--- config.mk ---
export PLATFORM = sky130hd
export DESIGN_NAME = edu_datapath
export DESIGN_NICKNAME = d
export VERILOG_FILES = /design/src/hw/rtl/edu_pkg.sv /design/src/hw/rtl/edu_datapath.sv
export SDC_FILE = /design/constraint.sdc
export NUM_CORES = 1
export LEC_CHECK = 0
export BUFFER_PORTS_ARGS = -buffer_cell sky130_fd_sc_hd__buf_2
export CORE_ASPECT_RATIO = 0.5
export CORE_MARGIN = 2
export CORE_UTILIZATION = 65
export CTS_BUF_LIST = sky130_fd_sc_hd__clkbuf_8
export CTS_CLUSTER_DIAMETER = 100
export CTS_CLUSTER_SIZE = 24
export DETAILED_ROUTE_END_ITERATION = 16
export PLACE_DENSITY = 0.83
export SLEW_MARGIN = 40
export SYNTH_ARGS = -nofsm -noshare
export SYNTH_HDL_FRONTEND = slang
export SYNTH_SLANG_ARGS = --single-unit
--- constraint.sdc ---
create_clock -name clk_i -period 8.45 [get_ports clk_i]
set_input_delay 0.845 -clock clk_i [delete_from_list [all_inputs] [get_ports clk_i]]
set_output_delay 0.845 -clock clk_i [all_outputs]
set_load 0.1 [all_outputs]
--- src/hw/rtl/edu_pkg.sv ---
// Shared types and constants for the Euclidean distance unit.
// No dependencies; edu_datapath, edu_ctrl and euclidean_distance_unit import this package.
package edu_pkg;

  localparam int unsigned ElemPortBits = 16;
  localparam int unsigned SumBits      = 40;
  localparam int unsigned DistBits     = 20;

  // Highest power of four that fits the sum: starting weight of the root search.
  localparam logic [SumBits-1:0] RootFirstBit = {2'b01, {(SumBits-2){1'b0}}};

  typedef struct packed {
    logic [ElemPortBits-1:0] query_element;
    logic [ElemPortBits-1:0] reference_element;
    logic                    last_element;
  } in_item_t;

  typedef struct packed {
    logic [DistBits-1:0] distance;
  } out_item_t;

  typedef enum logic [2:0] {
    S_IDLE,
    S_SQUARE,
    S_ACCUM,
    S_ROOT,
    S_DONE
  } edu_state_e;

  typedef struct packed {
    logic load_pair;
    logic square;
    logic accum;
    logic root_step;
    logic out_load;
  } edu_cmd_t;

  typedef struct packed {
    logic last;
    logic root_last;
  } edu_status_t;

endpackage

--- src/hw/rtl/edu_datapath.sv ---
// Datapath: absolute difference, square, saturating accumulate and a
// bit-pair-per-cycle square root. Driven by edu_ctrl; uses edu_pkg.
module edu_datapath import edu_pkg::*; #(
  parameter int unsigned ElemBits = 16
) (
  input  logic                clk_i,
  input  logic                rst_ni,
  input  edu_cmd_t            cmd_i,
  input  in_item_t            pair_i,
  output edu_status_t         status_o,
  output logic [DistBits-1:0] distance_o
);

  localparam int unsigned UsedBits = (ElemBits < ElemPortBits) ? ElemBits : ElemPortBits;
  localparam int unsigned SqBits   = 2 * UsedBits;

  logic [UsedBits-1:0] diff_q, diff_d;
  logic                last_q;
  logic [SqBits-1:0]   sq_q;
  logic [SumBits-1:0]  sum_q, sum_d;
  logic [SumBits-1:0]  rem_q, rem_d;
  logic [SumBits-1:0]  root_q, root_d;
  logic [SumBits-1:0]  bit_q, bit_d;
  logic [DistBits-1:0] dist_q;

  logic [UsedBits-1:0] q_el, r_el;
  logic [SumBits:0]    sum_wide;
  logic [SumBits-1:0]  sum_sat;
  logic [SumBits-1:0]  trial;

  assign q_el   = pair_i.query_element[UsedBits-1:0];
  assign r_el   = pair_i.reference_element[UsedBits-1:0];
  assign diff_d = (q_el >= r_el) ? (q_el - r_el) : (r_el - q_el);

  assign sum_wide = {1'b0, sum_q} + (SumBits + 1)'(sq_q);
  assign sum_sat  = sum_wide[SumBits] ? {SumBits{1'b1}} : sum_wide[SumBits-1:0];
  assign trial    = root_q + bit_q;

  always_comb begin
    sum_d  = sum_q;
    rem_d  = rem_q;
    root_d = root_q;
    bit_d  = bit_q;
    if (cmd_i.accum) begin
      if (last_q) begin
        // Hand the final sum to the root search and start a fresh vector.
        sum_d  = '0;
        rem_d  = sum_sat;
        root_d = '0;
        bit_d  = RootFirstBit;
      end else begin
        sum_d = sum_sat;
      end
    end else if (cmd_i.root_step) begin
      if (rem_q >= trial) begin
        rem_d  = rem_q - trial;
        root_d = (root_q >> 1) + bit_q;
      end else begin
        root_d = root_q >> 1;
      end
      bit_d = bit_q >> 2;
    end
  end

  always_ff @(posedge clk_i or negedge rst_ni) begin
    if (!rst_ni) begin
      sum_q <= '0;
    end else begin
      sum_q <= sum_d;
    end
  end

  always_ff @(posedge clk_i) begin
    if (cmd_i.load_pair) begin
      diff_q <= diff_d;
      last_q <= pair_i.last_element;
    end
    if (cmd_i.square) begin
      sq_q <= SqBits'(diff_q) * SqBits'(diff_q);
    end
    rem_q  <= rem_d;
    root_q <= root_d;
    bit_q  <= bit_d;
    if (cmd_i.out_load) begin
      dist_q <= root_q[DistBits-1:0];
    end
  end

  assign status_o.last      = last_q;
  assign status_o.root_last = bit_q[0];
  assign distance_o         = dist_q;

  // A finished root always fits the distance field.
  assert property (@(posedge clk_i) disable iff (!rst_ni)
    cmd_i.out_load |-> root_q[SumBits-1:DistBits] == '0)
    else $error("square root exceeds distance width");

  // Closing a vector leaves the running sum cleared.
  assert property (@(posedge clk_i) disable iff (!rst_ni)
    cmd_i.accum && last_q |=> sum_q == '0)
    else $error("sum not cleared after last element");

  // Within a vector the sum never drops (saturating add).
  assert property (@(posedge clk_i) disable iff (!rst_ni)
    cmd_i.accum && !last_q |=> sum_q >= $past(sum_q))
    else $error("running sum decreased");

endmodule

* After elaboration in Yosys (flattened, before gate mapping) *
Index checks and enable logic that the tools add are counted.

cells by class
  $add $sub $neg = 6
  equality and inequality tests = 1
  reduce and logical (&&, ||, !) cells = 4
  multipliers = 1
  muxes and demuxes = 14
  $lt $le $gt $ge = 2

operators by type and width
  kind                                                    count
  two-way mux 40 bit                                      13
  adder 40 x 32 -> 41 bit                                 1
  adder 39 x 40 -> 40 bit                                 1
  adder 40 bit                                            1
  >= comparator 40 bit                                    1
  subtractor 40 bit                                       1
  multiplier 16 x 16 -> 32 bit                            1
  subtractor 16 bit                                       2
  >= comparator 16 bit                                    1
  two-way mux 16 bit                                      1
  nonzero test 2 bit                                      2
  AND reduction 3 bit                                     1
  inequality test 2 x 1 -> 1 bit (second input constant)  1
  AND reduction 2 bit                                     1

word-level totals
  register bits after elaboration = 229
  output and inout bits = 22

* Depth between registers and ports, before layout *
  word-level depth = 5
  depth in mapped cells = 25
  gate-level depth less buffers = 24

* Worst setup path before layout *
Ideal clock, no wire load.

  kind = input to register
  start point = input port cmd_i[2] (netlist bit)
  end point = register bit_q[0] (enable)
  arrival = 5485 ps
  slack = 2405 ps
  data required time = 7889 ps
  library setup time = 561 ps
  stages on the path = 3
  cell sequence = clkbuf_1 > clkbuf_1 > o21ai_0

on the way
  longest elaborated chain between the ends = 2
  elaborated cells on any way between the ends = 3
  classes of those cells = eq/ne: 1; reduce/logical: 2

RTL lines
  item                                                                                          RTL line            text
  start, declared                                                                               edu_datapath.sv:8   input edu_cmd_t cmd_i,
  inequality test 2 x 1 -> 1 bit (no source line) / nonzero test 2 bit (equally long branches)  --
  AND reduction 2 bit (no source line) (*)                                                      --
  end signal, assigned                                                                          edu_datapath.sv:83  bit_q <= bit_d;
  end, declared                                                                                 edu_datapath.sv:23  logic [SumBits-1:0] bit_q, bit_d;

Every way passes the cells marked *; elsewhere a longest branch is shown, timed or not.
A chain may end at the register's enable or synchronous reset.

* Worst setup path after layout *
  start point = register diff_q[9]
  end point = register sq_q[30], data pin

on the way
  longest elaborated chain between the ends = 1

RTL lines
  item                          RTL line            text
  start, declared               edu_datapath.sv:17  logic [UsedBits-1:0] diff_q, diff_d;
  start signal, assigned        edu_datapath.sv:75  diff_q <= diff_d;
  multiplier 16 x 16 -> 32 bit  edu_datapath.sv:79  sq_q <= SqBits'(diff_q) * SqBits'(diff_q);
  end signal, assigned          edu_datapath.sv:79
  end, declared                 edu_datapath.sv:19  logic [SqBits-1:0] sq_q;

No other way between the ends.

==> impl_summary.txt <==
----------------------------------------------------
[Run]
  MaxCap Viol Count ... 0

[Timing]
  Worst-case clock skew ... 0.0373 ns
  Number of setup violations in the final report ... 0
  Max_slew headroom ... 47.0%
  Clock period minus final worst setup slack ... 6.58 ns
  Achievable Freq ... 0.152 GHz
  Portion of the clock cycle consumed by the worst path in the final layout ... 77.9%
  Summed negative setup slack over all endpoints ... 0 ns
  Max-slew violation count ... 0
  Final hold violation count ... 0
  Slew at the pin with the worst max-slew slack ... 0.775 ns
  Unrepaired setup endpoints after global routing ... false

[Routing]
  Total iterations of the first detailed-routing run ... 5
  Mean number of vias per cell ... 5.89
  Final wirelength ... 49,600 µm
  Number of routed nets with antenna violations ... 0
  First-iteration detailed-routing DRC count ... 1,430
  Mean routed wirelength per cell ... 16.7 µm
  Routed via count ... 17,400
  Drt drc ... 0

[GRT]
  Antenna violations before repair ... 0
  Aggregate global routing overflow ... 0
  Overall routing resource usage ... 27.7%
  First-pass GRT wire length ... 81,800 µm
  Maximum number of pins on one net before global-route repair ... 61
  Vias in the first global route ... 16,900

[Yosys]
  Most used standard cells in the synthesized netlist ... 320 x inv_1, 246 x ha_1, 214 x nand2_1
  Share of async-settable or async-resettable flops after synthesis ... 19.2%
  Post-synth top area cell ... edfxtp_1
  Mean instance size in the synthesized netlist ... 9.18 µm²
  Synth unique cells ... 80
  Area share of the largest cell type after synthesis ... 22.2%
  Cells after Synth ... 2,481
  Post-Syn Nets ... 2,932
  Top cells by area, synth ... edfxtp_1 22%, fa_1 15%, ha_1 14%
  Synthesized flop and latch total ... 208
  Most used DFF post-synth ... edfxtp_1
  Number of enable flip-flop cells after synthesis ... 168
  Library cell with the highest instance count after synthesis ... inv_1
  Yosys warning count ... 0
  Post-Syn Area ... 22,800 µm²
  Sequential-to-total area share from yosys stat ... 26.6%

[CTS]
  Post-CTS Setup Bufs ... 0
  Clock latency on the worst-skew pair ... 0.58 ns
  CTS hold repair buffers ... 0
  Buffer depth of the longest clock path ... 3
  Cts bufs inserted ... 13
  TritonCTS clock tree ... yes
  H-Tree Depth ... 1
  Clk slew on worst S/H paths ... 0.15 ns
  Clk sinks ... 208
  Cell chosen for the clock root ... clkbuf_8
  Resized Gates After CTS ... 0

[Layout]
  Fraction of final layout cells with drive strength greater than 1 ... 4.78%
  Final Util ... 68.6%
  Area Overhead vs Synth ... 3.91%
  Antenna diode count ... 0
  # nets final ... 2,933

[Status]
  Status ... completed

[Worst setup path]
  Endpoint type of the worst setup path ... flip-flop
  Launch point of the worst reg-to-reg path ... diff_q[9]
  Endpoint required time on the critical path ... 8.76 ns
  Flop2flop setup slack ... 1.87 ns
  Nature of the critical path startpoint ... flip-flop
  Number of cell instances on the worst register-to-register path ... 21
  Start-to-end type of the worst setup path ... reg2reg
  Critical path arrival ... 6.89 ns
  End point of the critical path ... sq_q[30]
  Max FO, Critical Path ... 17
  Launch point of the worst path ... diff_q[9]
  Capturing point of the worst reg2reg path ... sq_q[30]

[Floorplan]
  Die Span X ... 269 µm
  Die outline area ... 36,600 µm²
  Std cell rows ... 48
  Starting density of the core ... 66.0%
  Chip Height ... 136 µm
  Number of top-level design ports ... 62
  Floorplan Core Area ... 34,500 µm²

[Place]
  Input/output buffers ... 61
  Detailed-placement wirelength estimate ... 38,900 µm
  Global placement routability congestion ... 0.939

[Min path]
  Hold/Removal Path Class ... in2async

----------------------------------------------------
through the flow:
| step | hold WS (ns) | area (µm²) | setup WS, ns | cells |
|---|---|---|---|---|
| 6_report | 0.221 | 23700 | 1.87 | 2964 |
| 5_1_grt | 0.239 | 23700 | 1.45 | 2964 |
| 4_1_cts | 0.208 | 23700 | 1.92 | 2964 |
| 3_5_place_dp | 0.483 | 23400 | 1.94 | 2942 |
| 3_3_place_gp | 0.471 | 23400 | 2.11 | 2941 |
| 2_1_floorplan | 0.431 | 22800 | 2.40 | 2481 |
layer usage:
metal | global-route usage (%) | routed length, µm
met5 | 0 | 0
met4 | 6.70 | 1010
met3 | 3.95 | 2880
met2 | 44.4 | 22100
met1 | 39.8 | 23600
worst max-delay path, stage by stage, from the launching register on:
cell,delay (ns)
edfxtp_1,0.68
and2_1,0.32
fa_1,0.56
inv_1,0.06
fa_1,0.54
inv_1,0.05
fa_1,0.42
fa_1,0.49
fa_1,0.55
inv_1,0.05
fa_1,0.47
inv_1,0.04
ha_1,0.34
a211oi_1,0.26
o21ai_0,0.16
a41oi_1,0.23
o21a_1,0.19
o21ai_0,0.19
a21o_1,0.21
a21oi_1,0.20
o21ai_0,0.15
xor2_1,0.17
registers in the layout, indices dropped and copies added (netlist names):
register,flops
bit_q,20
diff_q,16
distance_o,20
last_q,1
rem_q,40
root_q,40
sq_q,31
sum_q,40
cell type report:
class                           instances  area (µm²)
Sequential cell                       208        6050
Inverter                              321        1200
Tap cell                              475         594
Timing Repair Buffer                   69         378
Clock buffer                           13         179
Clock inverter                          9        62.6
Multi-Input combinational cell       1869       15200
Fill cell                            2807       10800
cell families after synthesis:
| logic type | Yosys count | synth area share, % |
|---|---|---|
| XOR/XNOR | 189 | 7.27 |
| multiplexers | 13 | 0.588 |
| AND/OR/NAND/NOR | 638 | 13.1 |
| buffers and inverters | 404 | 6.82 |
| adder cells (fa/ha/maj) | 411 | 28.0 |
| AO/OA/AOI/OAI | 618 | 17.7 |
| flip-flops | 208 | 26.6 |
worst min path at each step:
stage                    endpoint  slack, ns  cells after the start
floorplan           distance_o[0]       0.43                      0
global placement    distance_o[0]       0.47                      0
detailed placement      sum_q[11]       0.48                      1
CTS                     sum_q[36]       0.21                      1
global route            sum_q[36]       0.24                      1
finish                  sum_q[35]       0.22                      1
cells in the final DEF, fill, tap and decap left out, drive strengths merged, types with 10 or more instances in the layout:
master,n
mux2i,10
nand2,214
o31ai,13
nor2,179
edfxtp,168
nor2b,40
inv,329
o21bai,26
nand3,32
ha,246
xnor2,101
xor2,88
buf,69
nand2b,21
and3,20
nor3,24
a21oi,180
fa,165
nand4,24
a21boi,15
o21a,16
o21ai,116
a21o,79
o2bb2ai,23
clkbuf,13
a31oi,43
a211oi,32
dfrtp,40
a31o,10
and2,45
Power is left out: the tool's default activity adds up to more than one toggle a clock period on the data nets, which glitch-free logic cannot reach.
