[config.mk]
export PLATFORM = sky130hd
export DESIGN_NAME = edu_ctrl
export DESIGN_NICKNAME = d
export VERILOG_FILES = /design/src/hw/rtl/edu_pkg.sv /design/src/hw/rtl/edu_ctrl.sv
export SDC_FILE = /design/constraint.sdc
export NUM_CORES = 1
export LEC_CHECK = 0
export BUFFER_PORTS_ARGS = -buffer_cell sky130_fd_sc_hd__buf_2
export CORE_AREA = 2 2 39 41
export DETAILED_ROUTE_END_ITERATION = 10
export DIE_AREA = 0 0 41 43
export SYNTH_ARGS = -nofsm -noshare
export SYNTH_HDL_FRONTEND = slang
export SYNTH_SLANG_ARGS = --single-unit
[constraint.sdc]
create_clock -name clk_i -period 2.94 [get_ports clk_i]
set_input_delay 0.735 -clock clk_i [delete_from_list [all_inputs] [get_ports clk_i]]
set_output_delay 0.735 -clock clk_i [all_outputs]
set_load 0.01 [all_outputs]
[src/hw/rtl/edu_pkg.sv]
// Shared types and constants for the Euclidean distance unit.
// No dependencies; edu_datapath, edu_ctrl and euclidean_distance_unit import this package.
package edu_pkg;

  localparam int unsigned ElemPortBits = 16;
  localparam int unsigned SumBits      = 40;
  localparam int unsigned DistBits     = 20;

  // Highest power of four that fits the sum: starting weight of the root search.
  localparam logic [SumBits-1:0] RootFirstBit = {2'b01, {(SumBits-2){1'b0}}};

  typedef struct packed {
    logic [ElemPortBits-1:0] query_element;
    logic [ElemPortBits-1:0] reference_element;
    logic                    last_element;
  } in_item_t;

  typedef struct packed {
    logic [DistBits-1:0] distance;
  } out_item_t;

  typedef enum logic [2:0] {
    S_IDLE,
    S_SQUARE,
    S_ACCUM,
    S_ROOT,
    S_DONE
  } edu_state_e;

  typedef struct packed {
    logic load_pair;
    logic square;
    logic accum;
    logic root_step;
    logic out_load;
  } edu_cmd_t;

  typedef struct packed {
    logic last;
    logic root_last;
  } edu_status_t;

endpackage

[src/hw/rtl/edu_ctrl.sv]
// Controller: sequences accept, square, accumulate, root steps and the
// output register handshake. Talks to edu_datapath through edu_pkg structs.
module edu_ctrl import edu_pkg::*; (
  input  logic        clk_i,
  input  logic        rst_ni,
  input  logic        in_valid_i,
  output logic        in_ready_o,
  output logic        out_valid_o,
  input  logic        out_ready_i,
  input  edu_status_t status_i,
  output edu_cmd_t    cmd_o
);

  edu_state_e state_q, state_d;
  logic       out_valid_q, out_valid_d;
  logic       out_free;

  assign out_free = !out_valid_q || out_ready_i;

  always_comb begin
    state_d = state_q;
    case (state_q)
      S_IDLE:   if (in_valid_i) state_d = S_SQUARE;
      S_SQUARE: state_d = S_ACCUM;
      S_ACCUM:  state_d = status_i.last ? S_ROOT : S_IDLE;
      S_ROOT:   if (status_i.root_last) state_d = S_DONE;
      S_DONE:   if (out_free) state_d = S_IDLE;
      default:  state_d = S_IDLE;
    endcase
  end

  always_comb begin
    cmd_o      = '0;
    in_ready_o = 1'b0;
    case (state_q)
      S_IDLE: begin
        in_ready_o      = 1'b1;
        cmd_o.load_pair = in_valid_i;
      end
      S_SQUARE: cmd_o.square    = 1'b1;
      S_ACCUM:  cmd_o.accum     = 1'b1;
      S_ROOT:   cmd_o.root_step = 1'b1;
      S_DONE:   cmd_o.out_load  = out_free;
      default:  cmd_o           = '0;
    endcase
  end

  // Set on a new result, drop once the sink takes it.
  always_comb begin
    out_valid_d = out_valid_q;
    if (cmd_o.out_load) begin
      out_valid_d = 1'b1;
    end else if (out_ready_i) begin
      out_valid_d = 1'b0;
    end
  end

  always_ff @(posedge clk_i or negedge rst_ni) begin
    if (!rst_ni) begin
      state_q     <= S_IDLE;
      out_valid_q <= 1'b0;
    end else begin
      state_q     <= state_d;
      out_valid_q <= out_valid_d;
    end
  end

  assign out_valid_o = out_valid_q;

  // A finished root with a free output register must show up at the output.
  assert property (@(posedge clk_i) disable iff (!rst_ni)
    state_q == S_DONE && !out_valid_q |=> out_valid_q && state_q == S_IDLE)
    else $error("result not loaded into free output register");

  // An accepted transaction always goes on to be squared.
  assert property (@(posedge clk_i) disable iff (!rst_ni)
    in_valid_i && in_ready_o |=> state_q == S_SQUARE)
    else $error("accepted pair not processed");

  // A pending result is never overwritten before the sink takes it.
  assert property (@(posedge clk_i) disable iff (!rst_ni)
    cmd_o.out_load && out_valid_q |-> out_ready_i)
    else $error("output register overwritten");

endmodule

## Word level (Yosys, flattened, before mapping)

Cells that the tools add are included.

| cells by class | value |
|---|---|
| muxes and demuxes | 13 |
| equal/unequal tests | 7 |
| reduce and logical (&&, ||, !) cells | 5 |

Operators by type and width:

| cell | count |
|---|---|
| one-hot mux 3 bit (5 select lines) | 1 |
| 2-to-1 mux 3 bit | 3 |
| 2-to-1 mux 1 bit | 8 |
| == test 3 x 2 -> 1 bit, second input constant | 2 |
| inequality test 2 bit, second input constant | 3 |
| == test 3 x 1 -> 1 bit, second input constant | 1 |
| == test 3 bit, second input constant | 1 |
| logical NOT 3 bit | 1 |
| AND reduction 3 bit | 1 |
| 2-to-1 mux 2 bit | 1 |
| nonzero test 2 bit | 1 |
| logical NOT 1 bit | 1 |
| logical OR 1 bit | 1 |

| word-level totals | value |
|---|---|
| output and inout port bits | 7 |
| flip-flop bits (word level) | 4 |

## Longest topological paths before layout

Gate-level depths: netlist of run 1.

| depth | value |
|---|---|
| depth after elaboration | 4 |
| mapped depth | 4 |
| gate-level depth less buffers | 3 |

## Worst setup path after synthesis of run 1

OpenSTA, ideal clock, no wires.

| timing | value |
|---|---|
| kind | input port to output port |
| start point | input port out_ready_i |
| end point | output port cmd_o[0] in the netlist's numbering |
| stages on the path | 3 |
| arrival | 1.189 ns |
| setup slack | 1.016 ns |
| data required time | 2.205 ns |
| cells stage by stage | nand2b_1 > and3_1 > buf_4 |

RTL lines:

| item | RTL line | source |
|---|---|---|
| from (decl) | edu_ctrl.sv:9 | `input logic out_ready_i,` |
| to (decl) | edu_ctrl.sv:11 | `output edu_cmd_t cmd_o` |

==> results of run 1 <==
## sequential cells by signal (all words and copies together) (netlist names)
register	flops
out_valid_o	1
state_q	3
## cell families (layout without fill, tap and decap cells)
| logic type | Yosys count | after routing | synth area share (%) |
|---|---|---|---|
| AOI/OAI and AO/OA | 3 | 3 | 7.56 |
| buffers and inverters | 5 | 16 | 13.8 |
| DFF | 4 | 4 | 35.6 |
| and+or+nand+nor | 17 | 17 | 43.1 |
## final cells by class
| class | instances | area (µm²) | area share (%) |
|---|---|---|---|
| Clock buffer | 3 | 22.5 | 6.45 |
| Inverter | 1 | 3.75 | 1.08 |
| Multi-Input combinational cell | 20 | 143 | 40.9 |
| Sequential cell | 4 | 100 | 28.7 |
| Tap cell | 16 | 20.0 | 5.73 |
| Timing Repair Buffer | 12 | 60.1 | 17.2 |
## synthesized netlist by cell type
cell	number	area share, %
and3b_2	1	3.6
a22oi_1	1	2.7
nand2_1	4	5.3
and3_1	1	2.2
nor4b_1	1	3.1
nor2b_4	2	9.8
nor2_1	2	2.7
nand2b_1	1	2.2
dfrtp_1	4	36
buf_2	1	1.8
a21oi_1	1	1.8
nor3b_2	1	4.4
inv_1	1	1.3
buf_6	2	8.0
nor3b_1	1	2.7
o21ai_2	1	3.1
buf_4	1	2.7
nor3_1	2	3.6
nor3_2	1	3.6
## where the power goes
| group | internal, µW | switching, µW | total [µW] | leakage (µW) |
|---|---|---|---|---|
| registers | 75.0 | 43.1 | 118 | 0.0000518 |
| clock network | 45.5 | 20.0 | 65.5 | 0.0000138 |
| logic | 77.2 | 69.6 | 147 | 0.000121 |
## metrics by stage
stage                     power [µW]  utilization, %
after floorplan                  241               -
final                            330            25.2
after global placement           267            23.6
after global routing             359            25.2
after detailed placement         270            23.6
after CTS                        336            25.2
## per-layer routing
| metal | global-route usage [%] | routed length, µm |
|---|---|---|
| met1 | 6.23 | 187 |
| met3 | 3.14 | 20 |
| met4 | 8.00 | 0 |
| met2 | 11.3 | 294 |
| met5 | 0 | 0 |
## final timing paths
| check | start | end |
|---|---|---|
| max | out_ready_i | cmd_o[0] |
| min in group clk_i | out_valid_o | out_valid_o |
| max reg2reg | state_q[0] | state_q[0] |
| min reg2reg | out_valid_o | out_valid_o |
| max in group asynchronous | rst_ni | state_q[0] |
| min | rst_ni | out_valid_o |
==> out/qor.txt, run 1 <==
Max Fclk: 490 MHz
max incr delay on CP: 0.18 ns
starting density of the core: 20.3%
max-cap check violation count: 0
fillcell total: 157
CP top delay family: simple AND/OR/NAND/NOR gates
CTS tree: done
setup TNS: 0 ns
Routed WL per cell: 8.95 µm
flop2flop setup slack: 1.93 ns
Avg Inst Size Synth: 9.71 µm²
commonest cells after routing, fill and taps aside: 12 x buf_2, 4 x nand2_1, 4 x dfrtp_1
total gr overflow: 0
core area: 0.00138 mm²
most common cell after layout, fill and taps aside: buf_2
Yosys Warn Count: 0
CP bufs+invs: 2
Min-Delay Path Class: primary input to asynchronous set/reset pin
Max clock buf depth: 2
dpl cell area: 327 µm²
largest net degree at the start of global routing: 11
synth unique cells: 19
placed instance count: 53
total CTS buffers: 3
final setup vio count: 0
Leakage: 0.000187 µW
Layout Cells excl Fill: 56
Routed Antenna Nets: 0
die area: 0.00176 mm²
register area share after synthesis: 35.6%
I/O Pins: 13
PortBufs: 12
Worst EP arrival: 1.31 ns
slew margin rel.: 78.7%
Die Y: 43 µm
WHS: 0.299 ns
hold_buf cts: 0
pre-CTS setup slack: 0.895 ns
Detail Placement HPWL: 401 µm
status: finished clean
Worst-path clk slew: 0.04 ns
first-pass GRT wire length: 793 µm
GP Congestion: 0.713
Netlist Area Pre-Place: 282 µm²
first-pass iteration count of the detailed router: 2
worst vdd ir: 0.208 mV
# DRC: 0
Setup Skew: 0.00311 ns
Cell Pwr Density: 946 mW/mm²
share of layout cells above drive strength 1: 52.5%
Mapped Nets: 35
Slew @ Worst Pin: 0.319 ns
WS Path Type: primary input to primary output
type of element launching the critical path: primary input
worst-path cell chain: buf_2 -> nand2b_1 -> and3_1 -> buf_2
CP max FO: 3
number of synthesized register bits: 4
Die Wd: 41 µm
Routed WL: 501 µm
clock root cell: clkbuf_4
nets@finish: 48
worst skew pair latency: 0.23 ns
slowest cell on the critical path: and3_1
crit path capture type: primary output
antenna violations before repair: 0
DRC marker count from the first detailed-route iteration: 2
FP Rows: 14
fin area: 349 µm²
Vias/cell: 4.14
crit share post-route: 69.4%
CTS Sinks: 4
Via Count: 232
Period minus WS final: 2.04 ns
antenna diode count: 0
Crit path required time: 2.20 ns
Slew Limit Fails: 0
gr usage total: 7.37%
crit-path most repeated cell: buf_2
Layout area overhead: 24.0%
setup ws final: 0.898 ns
Post-CTS Resized: 0
worst r2r path cells: 3
cell count after synthesis: 29
H-tree depth: 1
RSZ-0062 raised after global routing: false
Post-CTS Repair Setup Buffers: 0
WP depth: 4
number of global-route vias before repair: 235
Fin. Hold Viols: 0
(Power assumes the default switching activity.)
==> run 2: changes to the inputs <==
==> constraint.sdc (replaced) <==
create_clock -name clk_i -period 2.1 [get_ports clk_i]
set_input_delay 0.525 -clock clk_i [delete_from_list [all_inputs] [get_ports clk_i]]
set_output_delay 0.525 -clock clk_i [all_outputs]
set_load 0.01 [all_outputs]
==> run 2 against run 1 <==
  * Worst hold slack got worse by 0.21 ns
  * Critical endpoint is now cmd_o[4]
  * First-iteration DRC count rose by 50%
  * Critical path type is now flip-flop to primary output
  * Sequential share of layout area unchanged
  * Global-route usage is 1.1 points lower
  * Sequential power rose by 39%
  * Utilization unchanged
==> out/qor.txt, run 2 (synthesis results as in run 1) <==
status: finished clean
nets@finish: 48 (unchanged)
setup TNS: 0 ns (unchanged)
worst vdd ir: 0.300 mV (+44%)
# DRC: 0 (unchanged)
crit path capture type: primary output
most common cell after layout, fill and taps aside: buf_2
slew margin rel.: 78.9% (+0.17 points)
R2R Path Start: state_q[0]
commonest cells after routing, fill and taps aside: 12 x buf_2, 4 x nand2_1, 4 x dfrtp_1
core area: 0.00138 mm² (unchanged)
Slew @ Worst Pin: 0.316 ns (-0.00260 ns)
GP Congestion: 0.718 (+0.76%)
hold_buf cts: 0 (unchanged)
Post-CTS Repair Setup Buffers: 0 (unchanged)
worst skew pair latency: 0.23 ns (about the same)
Die Wd: 41 µm (unchanged)
Min-Delay Path Class: primary input to asynchronous set/reset pin
CP max FO: 9 (+6)
crit share post-route: 81.0%
FP Rows: 14 (unchanged)
Routed WL: 479 µm (-4.4%)
PortBufs: 12 (unchanged)
utilization after layout: 25.2% (unchanged)
Cell Pwr Density: 1320 mW/mm² (+40%)
Fin. Hold Viols: 0 (unchanged)
most flop-heavy register: state_q
DRC marker count from the first detailed-route iteration: 3 (+1)
first-pass iteration count of the detailed router: 3 (+1)
CTS Sinks: 4 (unchanged)
Worst-path clk slew: 0.04 ns (about the same)
Max Fclk: 588 MHz
largest net degree at the start of global routing: 11 (unchanged)
number of global-route vias before repair: 203 (-14%)
Post-CTS Resized: 0 (unchanged)
fillcell total: 155 (-1.3%)
placed instance count: 53 (unchanged)
RSZ-0062 raised after global routing: false
Period minus WS final: 1.70 ns
flip-flop count of the largest register after layout: 3 (unchanged)
final setup vio count: 0 (unchanged)
total CTS buffers: 3 (unchanged)
top layer in use: met4
clock root cell: clkbuf_4
Slew Limit Fails: 0 (unchanged)
Via Count: 238 (+2.6%)
metal3 WL: 21 µm (+5.0%)
antenna diode count: 0 (unchanged)
H-tree depth: 1 (unchanged)
Design Power: 461 µW (+40%)
first-pass GRT wire length: 683 µm (-14%)
max-cap check violation count: 0 (unchanged)
CTS tree: done
Metal-1 WL: 190 µm (+1.6%)
gr usage total: 6.26% (-1.1 points)
Routed Antenna Nets: 0 (unchanged)
starting density of the core: 20.3% (unchanged)
Worst EP arrival: 1.18 ns (-0.13 ns)
I/O Pins: 13 (unchanged)
Layout area overhead: 24.0% (unchanged)
die area: 0.00176 mm² (unchanged)
Leakage: 0.000187 µW (unchanged)
type of element launching the critical path: flip-flop
antenna violations before repair: 0 (unchanged)
WS Path Type: flip-flop to primary output
CP Launch Point: state_q[2]
Vias/cell: 4.25 (+2.6%)
Met2 Routed Length: 252 µm (-14%)
share of layout cells above drive strength 1: 52.5% (unchanged)
area occupied by registers: 100 µm² (unchanged)
multi-input logic area: 143 µm² (unchanged)
Die Y: 43 µm (unchanged)
Crit path required time: 1.57 ns (-0.63 ns)
Setup Skew: 0.00153 ns (-0.00158 ns)
Layout Cells excl Fill: 56 (unchanged)
Routed WL per cell: 8.55 µm (-4.4%)
total gr overflow: 0 (unchanged)
Max clock buf depth: 2 (unchanged)
run 2: cell type report:
type                            count  area share [%]
Timing Repair Buffer               12            17.2
Sequential cell                     4            28.7
Clock buffer                        3            6.45
Multi-Input combinational cell     20            40.9
Inverter                            1            1.08
Tap cell                           16            5.73
run 2: final timing paths:
kind | to | slack [ns] | depth (start not counted)
max in group asynchronous | state_q[1] | 1.90 | 1
worst max register to register | state_q[0] | 1.10 | 3
min in group clk_i | out_valid_o | 0.53 | 2
worst min-delay path | out_valid_o | 0.09 | 1
worst min register to register | out_valid_o | 0.53 | 2
worst max-delay path | cmd_o[4] | 0.40 | 2
run 2: metal layers:
layer  vias up  global-route usage (%)
met3         2                    3.14
met1       111                    6.23
met2         6                    7.81
met4         0                    8.00
li1        119                       -
met5         -                       0
run 2: critical path, stage by stage (launching register included):
cell	delay (ns)
dfrtp_1	0.46
nor4b_1	0.31
buf_2	0.17
run 2: through the flow:
stage | worst slack (ns) | area [µm²] | hold WS [ns]
floorplan | 0.596 | 282 | 0.229
global placement | 0.470 | 327 | 0.331
detailed placement | 0.478 | 327 | 0.330
CTS | 0.385 | 349 | 0.0875
global route | 0.333 | 349 | 0.0831
finish | 0.400 | 349 | 0.0894
run 2: where the power goes:
group	internal, µW	total, µW	switching, µW	leakage (µW)
Clock	63.7	91.4	27.7	0.0000138
Sequential	105	164	59.1	0.0000518
Combinational	108	206	97.9	0.000121
Total	277	461	185	0.000187
==> run 3: changes to the inputs <==
--- a/config.mk
+++ b/config.mk
@@ -5,6 +5,7 @@
 export SDC_FILE = /design/constraint.sdc
 export NUM_CORES = 1
 export LEC_CHECK = 0
+export ABC_AREA = 1
 export BUFFER_PORTS_ARGS = -buffer_cell sky130_fd_sc_hd__buf_2
 export CORE_AREA = 2 2 39 41
 export DETAILED_ROUTE_END_ITERATION = 10
==> constraint.sdc (replaced) <==
create_clock -name clk_i -period 1.7 [get_ports clk_i]
set_input_delay 0.425 -clock clk_i [delete_from_list [all_inputs] [get_ports clk_i]]
set_output_delay 0.425 -clock clk_i [all_outputs]
set_load 0.01 [all_outputs]
==> run 3 against run 2 <==
  * Register-to-register slack worse by 0.38 ns
  * Setup slack got worse by 0.27 ns
  * Synthesized cell count is 17% higher
  * Count of clock-buffer cells in the layout unchanged
  * Largest power group unchanged
==> out/qor.txt, run 3 <==
status: finished clean
share of layout cells above drive strength 1: 38.8% (-14 points)
antenna violations before repair: 0 (unchanged)
count leader, synth: inv_1
die area: 0.00176 mm² (unchanged)
# DRC: 0 (unchanged)
WHS: 0.414 ns (+0.324 ns)
crit share post-route: 92.5%
leading cell types by count after synthesis: 7 x inv_1, 6 x nand2_1, 4 x dfrtp_1, 4 x nand3_1, 4 x nor2_1
Vias/cell: 3.75 (-12%)
DRC marker count from the first detailed-route iteration: 6 (+3)
crit path capture type: primary output
Max Fclk: 636 MHz
CTS Sinks: 4 (unchanged)
RSZ-0062 raised after global routing: false
Routed Antenna Nets: 0 (unchanged)
total CTS buffers: 3 (unchanged)
multi-input logic area: 106 µm² (-25%)
WS Path Type: flip-flop to primary output
Max clock buf depth: 2 (unchanged)
Slew Limit Fails: 0 (unchanged)
Routed WL: 512 µm (+6.9%)
Period minus WS final: 1.57 ns
first-pass iteration count of the detailed router: 4 (+1)
XOR/XNOR share of the synthesized area: 0% (unchanged)
Netlist Area Pre-Place: 241 µm² (-14%)
Avg Inst Size Synth: 7.10 µm² (-27%)
type of element launching the critical path: flip-flop
Fin. Hold Viols: 0 (unchanged)
Synth top area share: 41.5% (+5.9 points)
Setup Skew: 0.00223 ns (+0.000708 ns)
Simple-Gate Fraction of Synth Area: 35.8% (-7.4 points)
largest family of logic cells by synthesized area: simple AND/OR/NAND/NOR gates
flop2flop setup slack: 0.72 ns (-0.38 ns)
FP Rows: 14 (unchanged)
largest net degree at the start of global routing: 6 (-5)
GP Congestion: 0.773 (+7.6%)
worst vdd ir: 0.613 mV (+100%)
cell count after synthesis: 34 (+17%)
slowest cell on the critical path: dfrtp_1
slew margin rel.: 83.1% (+4.2 points)
number of global-route vias before repair: 228 (+12%)
antenna diode count: 0 (unchanged)
most flop-heavy register: state_q
Routed WL per cell: 7.88 µm (-7.9%)
fillcell total: 153 (-1.3%)
worst-path cell chain: nor3_1 -> buf_2
max incr delay on CP: 0.45 ns (about the same)
synth unique cells: 14 (-5)
flip-flop count of the largest register after layout: 3 (unchanged)
Detail Placement HPWL: 429 µm
post-synthesis mux area share: 0% (unchanged)
Synth async-reset ratio: 100% (unchanged)
total gr overflow: 0 (unchanged)
utilization after layout: 25.2% (unchanged)
nets@finish: 57 (+19%)
Crit path required time: 1.27 ns (-0.30 ns)
CP bufs+invs: 1 (unchanged)
gr usage total: 7.35% (+1.1 points)
I/O Pins: 13 (unchanged)
Leakage: 0.000210 µW (+13%)
register area share after synthesis: 41.5% (+5.9 points)
Worst-path clk slew: 0.04 ns (about the same)
Die Y: 43 µm (unchanged)
final setup vio count: 0 (unchanged)
CP top delay family: flip-flops
CTS tree: done
Cell Pwr Density: 1580 mW/mm² (+19%)
first-pass GRT wire length: 807 µm (+18%)
biggest area consumer among synthesized cells: dfrtp_1
CP max FO: 5 (-4)
H-tree depth: 1 (unchanged)
most common cell after layout, fill and taps aside: buf_2
area occupied by registers: 100 µm² (unchanged)
number of synthesized register bits: 4 (unchanged)
Synth area leaders: dfrtp_1 41%, inv_1 11%, nand2_1 9.3%, nand3_1 8.3%, nor2_1 6.2%
Slew @ Worst Pin: 0.252 ns (-0.0643 ns)
Synth Area in Adders: 0% (unchanged)
Min-Delay Path Class: primary input to flip-flop
PortBufs: 12 (unchanged)
Worst EP arrival: 1.15 ns (-0.03 ns)
Post-synth EDFFs: 0 (unchanged)
commonest cells after routing, fill and taps aside: 12 x buf_2, 7 x inv_1, 6 x nand2_1
setup TNS: 0 ns (unchanged)
clock root cell: clkbuf_4
Via Count: 244 (+2.5%)
Mapped Nets: 40 (+14%)
post-synthesis compound-gate area fraction: 7.25% (-0.30 points)
max-cap check violation count: 0 (unchanged)
Layout area overhead: 44.6%
Yosys Warn Count: 0 (unchanged)
ys flop type: dfrtp_1
core area: 0.00138 mm² (unchanged)
Die Wd: 41 µm (unchanged)
worst skew pair latency: 0.23 ns (about the same)
starting density of the core: 17.5% (-2.9 points)
-- run 3: cell count changes after synthesis, moves of 2 or more --
cell     delta
nand2_1     +2
buf_6       -2
nor2b_4     -2
nor2_1      +2
inv_1       +6
nand3_1     +4
-- run 3: worst paths after layout --
kind	to	cells past startpoint	start
min	out_valid_o	2	out_ready_i
min in group asynchronous	out_valid_o	2	rst_ni
min reg2reg	out_valid_o	2	out_valid_o
max in group asynchronous	state_q[0]	2	rst_ni
max reg2reg	state_q[0]	4	state_q[0]
max	cmd_o[2]	2	state_q[2]
-- run 3: layout make-up --
type	count	area share (%)
multi-input cells	21	30.5
repair buffers	13	20.1
flip-flops and latches	4	28.7
well taps	16	5.73
inverters	8	8.60
clock buffers	3	6.45
-- run 3: kinds of logic after synthesis --
| family | after synthesis |
|---|---|
| flip-flops | 4 |
| AO/OA/AOI/OAI | 3 |
| AND/OR/NAND/NOR | 18 |
| buffers and inverters | 9 |
-- run 3: stage by stage --
| step | worst slack [ns] | power (µW) | area [µm²] | instances |
|---|---|---|---|---|
| after floorplan | 0.420 | 342 | 241 | 34 |
| after global placement | 0.335 | 427 | 314 | 61 |
| after detailed placement | 0.334 | 434 | 314 | 61 |
| after CTS | 0.0854 | 555 | 347 | 65 |
| after global routing | 0.0484 | 617 | 349 | 65 |
| final | 0.128 | 550 | 349 | 65 |
-- run 3: what timing repair did --
action                                 in CTS  in global routing
gates resized for setup                     0                  1
hold buffers                                1                  0
setup buffers                               0                  0
setup endpoints to repair                   0                  2
endpoints found under the hold margin       4                  0
-- run 3: report_power, final --
group          internal [µW]  leakage, µW  switching (µW)
combinational            109     0.000145             156
clock                   78.7    0.0000138            34.2
sequential               130    0.0000520            42.5
total                    318     0.000210             232
-- run 3: per-layer routing --
metal / part of all wire (%) / GRT usage (%)
met2: 35 / 9.06
met1: 55 / 8.44
met3: 10 / 9.42
met4: 0 / 0
met5: 0 / 0
-- run 3: worst reg2reg max path, cell delays in order, from the launching register on --
cell and delay (ns):
dfrtp_1 0.42, nor2_2 0.16, nand3_1 0.14, nand2_1 0.10, a21oi_1 0.04
